[src/rtl/ffpa_pkg.sv]
`timescale 1ns / 1ps
// Shared types and constants for the first-fit pool allocator.
package ffpa_pkg;

    localparam int POOL_BYTES  = 4096;
    localparam int HDR_BYTES   = 24;
    localparam int MAX_BLOCKS  = POOL_BYTES / HDR_BYTES + 2;
    localparam int LEN_W       = 13;
    localparam int OFF_W       = 12;
    localparam int AW          = 10;
    localparam int DEPTH       = POOL_BYTES / 4;
    localparam int ENT_W       = LEN_W + 1;
    localparam int CNT_W       = 8;

    localparam logic [1:0] MODE_ALLOC   = 2'd0;
    localparam logic [1:0] MODE_RELEASE = 2'd1;
    localparam logic [1:0] MODE_REPORT  = 2'd2;
    localparam logic [1:0] MODE_NONE    = 2'd3;

    localparam logic [1:0] ST_OK     = 2'd0;
    localparam logic [1:0] ST_NOFIT  = 2'd1;
    localparam logic [1:0] ST_BADREL = 2'd2;

    typedef enum logic [2:0] {
        S_INIT, S_IDLE, S_EVAL, S_ALLOC, S_SPLIT, S_RELNX, S_RELWR, S_DONE
    } t_state;

    typedef struct packed {
        logic start;
        logic cfg_wr;
        logic init_wr;
        logic eval;
        logic advance;
        logic nofit;
        logic badrel;
        logic rel_rdnx;
        logic rel_ltnx;
        logic alloc_wr;
        logic split_wr;
        logic rel_wr;
        logic finish;
    } t_cmd;

    typedef struct packed {
        logic [1:0] mode;
        logic       hit;
        logic       last;
        logic       split;
        logic       out_full;
    } t_stat;

endpackage

[src/rtl/ffpa_ctrl.sv]
`timescale 1ns / 1ps
// Controller state machine: sequences the block walk and the table writes.
module ffpa_ctrl import ffpa_pkg::*; (
    input  logic       i_clk,
    input  logic       i_rst_n,
    input  logic       i_cfg_valid,
    output logic       o_cfg_ready,
    input  logic       i_req_valid,
    input  logic [1:0] i_req_mode,
    output logic       o_req_ready,
    input  t_stat      i_stat,
    output t_cmd       o_cmd
);
    t_state r_state, n_state;
    logic   cfg_acc, req_acc;

    assign o_cfg_ready = (r_state == S_IDLE);
    assign o_req_ready = (r_state == S_IDLE) && !i_cfg_valid;
    assign cfg_acc     = o_cfg_ready && i_cfg_valid;
    assign req_acc     = o_req_ready && i_req_valid;

    always_ff @(posedge i_clk) begin
        if (!i_rst_n) begin
            r_state <= S_INIT;
        end else begin
            r_state <= n_state;
        end
    end

    always_comb begin
        n_state = r_state;
        unique case (r_state)
            S_INIT: n_state = S_IDLE;
            S_IDLE: begin
                if (cfg_acc) n_state = S_INIT;
                else if (req_acc) n_state = (i_req_mode == MODE_NONE) ? S_DONE : S_EVAL;
            end
            S_EVAL: begin
                if (i_stat.hit) begin
                    if (i_stat.mode == MODE_ALLOC) n_state = S_ALLOC;
                    else n_state = i_stat.last ? S_RELWR : S_RELNX;
                end else if (i_stat.last) begin
                    n_state = S_DONE;
                end
            end
            S_ALLOC: n_state = i_stat.split ? S_SPLIT : S_DONE;
            S_SPLIT: n_state = S_DONE;
            S_RELNX: n_state = S_RELWR;
            S_RELWR: n_state = S_DONE;
            S_DONE:  if (!i_stat.out_full) n_state = S_IDLE;
            default: n_state = S_INIT;
        endcase
    end

    always_comb begin
        o_cmd = '0;
        unique case (r_state)
            S_INIT: o_cmd.init_wr = 1'b1;
            S_IDLE: begin
                o_cmd.cfg_wr = cfg_acc;
                o_cmd.start  = req_acc;
            end
            S_EVAL: begin
                o_cmd.eval     = 1'b1;
                o_cmd.advance  = !i_stat.hit && !i_stat.last;
                o_cmd.nofit    = !i_stat.hit && i_stat.last && (i_stat.mode == MODE_ALLOC);
                o_cmd.badrel   = !i_stat.hit && i_stat.last && (i_stat.mode == MODE_RELEASE);
                o_cmd.rel_rdnx = i_stat.hit && !i_stat.last && (i_stat.mode == MODE_RELEASE);
            end
            S_ALLOC: o_cmd.alloc_wr = 1'b1;
            S_SPLIT: o_cmd.split_wr = 1'b1;
            S_RELNX: o_cmd.rel_ltnx = 1'b1;
            S_RELWR: o_cmd.rel_wr   = 1'b1;
            S_DONE:  o_cmd.finish   = !i_stat.out_full;
            default: o_cmd = '0;
        endcase
    end
endmodule

[config.mk]
export PLATFORM = sky130hd
export DESIGN_NAME = ffpa_ctrl
export DESIGN_NICKNAME = d
export VERILOG_FILES = /design/src/rtl/ffpa_pkg.sv /design/src/rtl/ffpa_ctrl.sv
export SDC_FILE = /design/constraint.sdc
export NUM_CORES = 1
export LEC_CHECK = 0
export BUFFER_PORTS_ARGS = -buffer_cell sky130_fd_sc_hd__buf_2
export CORE_AREA = 2 2 39 41
export DETAILED_ROUTE_END_ITERATION = 6
export DIE_AREA = 0 0 41 43
export SLEW_MARGIN = 20
export SYNTH_ARGS = -nofsm -noshare
export SYNTH_HDL_FRONTEND = slang
export SYNTH_SLANG_ARGS = --single-unit
export TNS_END_PERCENT = 20
[constraint.sdc]
create_clock -name i_clk -period 2.1 [get_ports i_clk]
set_input_delay 0.21 -clock i_clk [delete_from_list [all_inputs] [get_ports i_clk]]
set_output_delay 0.21 -clock i_clk [all_outputs]
set_load 0.005 [all_outputs]
==> results.ini <==
[logic_synthesis]
synth_mux_area_share_pct=0
postSynth.topFlopCell=sky130_fd_sc_hd__dfxtp_1
synth_seq_area_share_pct=16.2
synth_xor_area_share_pct=0
synth-async-reset-ratio_pct=0
synth_compound_area_share_pct=19.9
synth-warning-count=0
yosys_register_bits=3
synth.area.top_cells=sky130_fd_sc_hd__dfxtp_1 (16%), sky130_fd_sc_hd__a21oi_1 (6.7%), sky130_fd_sc_hd__nand2b_1 (6.7%), sky130_fd_sc_hd__nor3b_1 (6.1%), sky130_fd_sc_hd__nor2_1 (5.1%)
netlist_area_sq_um=372
synth.distinct_cells=29
post_synth_edffs=0
synth_adder_area_share_pct=0
synthesis.instances=53
synth_top_family_by_area=simple AND/OR/NAND/NOR gates
syn_avg_cell_area_sq_um=7.01
synth.top_cells.by_count=sky130_fd_sc_hd__a21oi_1 (5), sky130_fd_sc_hd__nor2_1 (5), sky130_fd_sc_hd__nand2b_1 (4)
synth_top_cell_by_area=sky130_fd_sc_hd__dfxtp_1
syn-num-nets=65
yosys.area.top_type_share_pct=16.2
yosys.area_share.simple_pct=59.3

[timing]
final_max_slew_viol_count=0
post-route-worst-setup-slack_ns=0.255
grt_setup_unrepaired=false
final.setup.tns_ns=0
timing.final.crit_share_pct=87.9
finalHoldViolCount=0
least_margin_pin_slew_ns=0.450
slew_headroom_pct=69.9
skew_ns=0.00289
timing.fmax_ghz=0.542
final_period_minus_worst_setup_slack_ns=1.84
setup_viol_count_final=0

[pwr]
power_density_nw_per_um2=454
total_power_mw=0.246
seq_power_share_pct=30.6
clkPwrFrac_pct=40.0
net_switching_fraction_of_the_power_pct=30.2
comb_power_share_pct=29.4
irDropWorstVdd_mv=0.246
power_report.internal_total_mw=0.172
switchingPower_mw=0.0742
p_leak_nw=0.273

[global_routing]
antenna_violations_before_repair=0
grt_first_pass_wirelength_mm=1.57
first_global_vias=406
grt_max_degree=17
grt_usage_pct=12.9
global_route_total_overflow=0

[cts]
clk-insertion-delay-late_ns=0.23
cts_sinks=3
cts-root-buf=sky130_fd_sc_hd__clkbuf_4
cts_inserted_buffers=3
ctsHtreeMaxLevel=1
cts-root-to-sink-buffers=2
ctsHoldBuffers=0
clkSlewWorstSetupHoldPaths_ns=0.04
cts_tree=built
post_cts_setup_buffer_count=0
cts_resized=0

[finish]
register_with_the_highest_flop_count=r_state
registers_with_the_most_flip_flops=r_state: 3 flops
syn2layout_area_growth_pct=45.8
largest_register_ffs=3
insertedDiodeCount=0
final.fill_count=159
layout-drive-gt1-share_pct=39.5
finalInstanceArea_sq_um=542
finish.net_count=94

[hold_path]
timing.hold.worst.class=in2reg
worstHoldStart=i_rst_n

[worst_setup_path]
worst_ep_arrival_time_ns=1.63
timing.rr.start=r_state[0]$_SDFFE_PN0P_
cp-start-kind=flop
crit_path_start=r_state[0]$_SDFFE_PN0P_
worst-endpoint-required_ns=1.89
worst_setup_path_end_kind=primary output
critical_path_class=reg2out
critPathMaxFanout=16

[floorplanning]
die_area_sq_um=1760
floorplan.die.height_microns=43
dieWidth_microns=41
start_util_pct=26.9
design.core.area_sq_um=1380
row_count=14
boundaryPins=27

[routing]
detail_route.drc_violations=0
wl_microns=994
vias=484
antenna_left=0
route.detailed.vias_per_inst=4.99
detail_route.first_pass.iterations=1
drt-wirelength-per-cell_microns=10.2
drt_iter0_markers=0

[placed_design]
io_buffer_count=26
placed_cell_area_sq_um=515
dp_hpwl_microns=769
gpl.final_weighted_congestion=0.746
pre_cts_slack_ns=0.493

[flow_run]
maxCapViolations=0

[run_status]
outcome=finished clean

cells by family after synthesis:
logic type	Yosys count
flip-flops	3
AO/OA/AOI/OAI	12
AND/OR/NAND/NOR	34
buffers and inverters	4
metrics by stage:
| stage | hold slack [ns] | instances | util (%) |
|---|---|---|---|
| final | 0.254 | 97 | 39.2 |
| after detailed placement | 0.495 | 93 | 37.3 |
| after global routing | 0.261 | 97 | 39.2 |
| after CTS | 0.252 | 97 | 39.2 |
| after global placement | 0.501 | 93 | 37.3 |
| after floorplan | 0.363 | 53 | - |
routing by layer:
layer | up-vias | GRT usage [%] | part of all wire [%]
met5 | - | 0 | 0
met4 | 0 | 10.0 | 0.70
met3 | 2 | 1.57 | 6.8
met2 | 15 | 20.6 | 50
met1 | 213 | 14.4 | 42
li1 | 254 | - | -
layout make-up:
class                           count  area [sq um]  area share, %
Inverter                            1          3.75          0.693
Clock buffer                        4          26.3           4.85
Tap cell                           16          20.0           3.70
Multi-Input combinational cell     46           294           54.3
Timing Repair Buffer               27           138           25.4
Sequential cell                     3          60.1           11.1
worst max-delay path, cell delays in order (launching register included):
cell	delay (ns)
sky130_fd_sc_hd__dfxtp_1	0.44
sky130_fd_sc_hd__or3b_4	0.48
sky130_fd_sc_hd__inv_1	0.09
sky130_fd_sc_hd__nand3b_1	0.10
sky130_fd_sc_hd__nor3b_1	0.17
sky130_fd_sc_hd__buf_2	0.13
layout by cell type (no fill, tap or decap), types with 3 or more instances in the layout:
master                     instances
sky130_fd_sc_hd__a21oi_1           5
sky130_fd_sc_hd__buf_2            26
sky130_fd_sc_hd__clkbuf_4          3
sky130_fd_sc_hd__dfxtp_1           3
sky130_fd_sc_hd__nand2_1           3
sky130_fd_sc_hd__nand2b_1          4
sky130_fd_sc_hd__nand3_1           3
sky130_fd_sc_hd__nor2_1            5
sky130_fd_sc_hd__nor3b_1           3
power groups by stage:
stage | registers [mW] | clock network [mW] | logic (mW)
global placement | 0.0749 | 0 | 0.0731
floorplan | 0.0671 | 0 | 0.0477
finish | 0.0754 | 0.0985 | 0.0723
CTS | 0.0750 | 0.105 | 0.0732
detailed placement | 0.0758 | 0 | 0.0726
global route | 0.0767 | 0.107 | 0.0829
final timing paths:
kind	to	slack (ns)	cells past startpoint
worst max-delay path	o_cmd[5]	0.26	5
worst min-delay path	r_state[1]$_SDFFE_PN0P_	0.25	2
worst max register to register	r_state[2]$_SDFFE_PN0P_	0.53	4
worst min register to register	r_state[0]$_SDFFE_PN0P_	0.76	2
No activity file was read; power rests on OpenSTA's default activity.
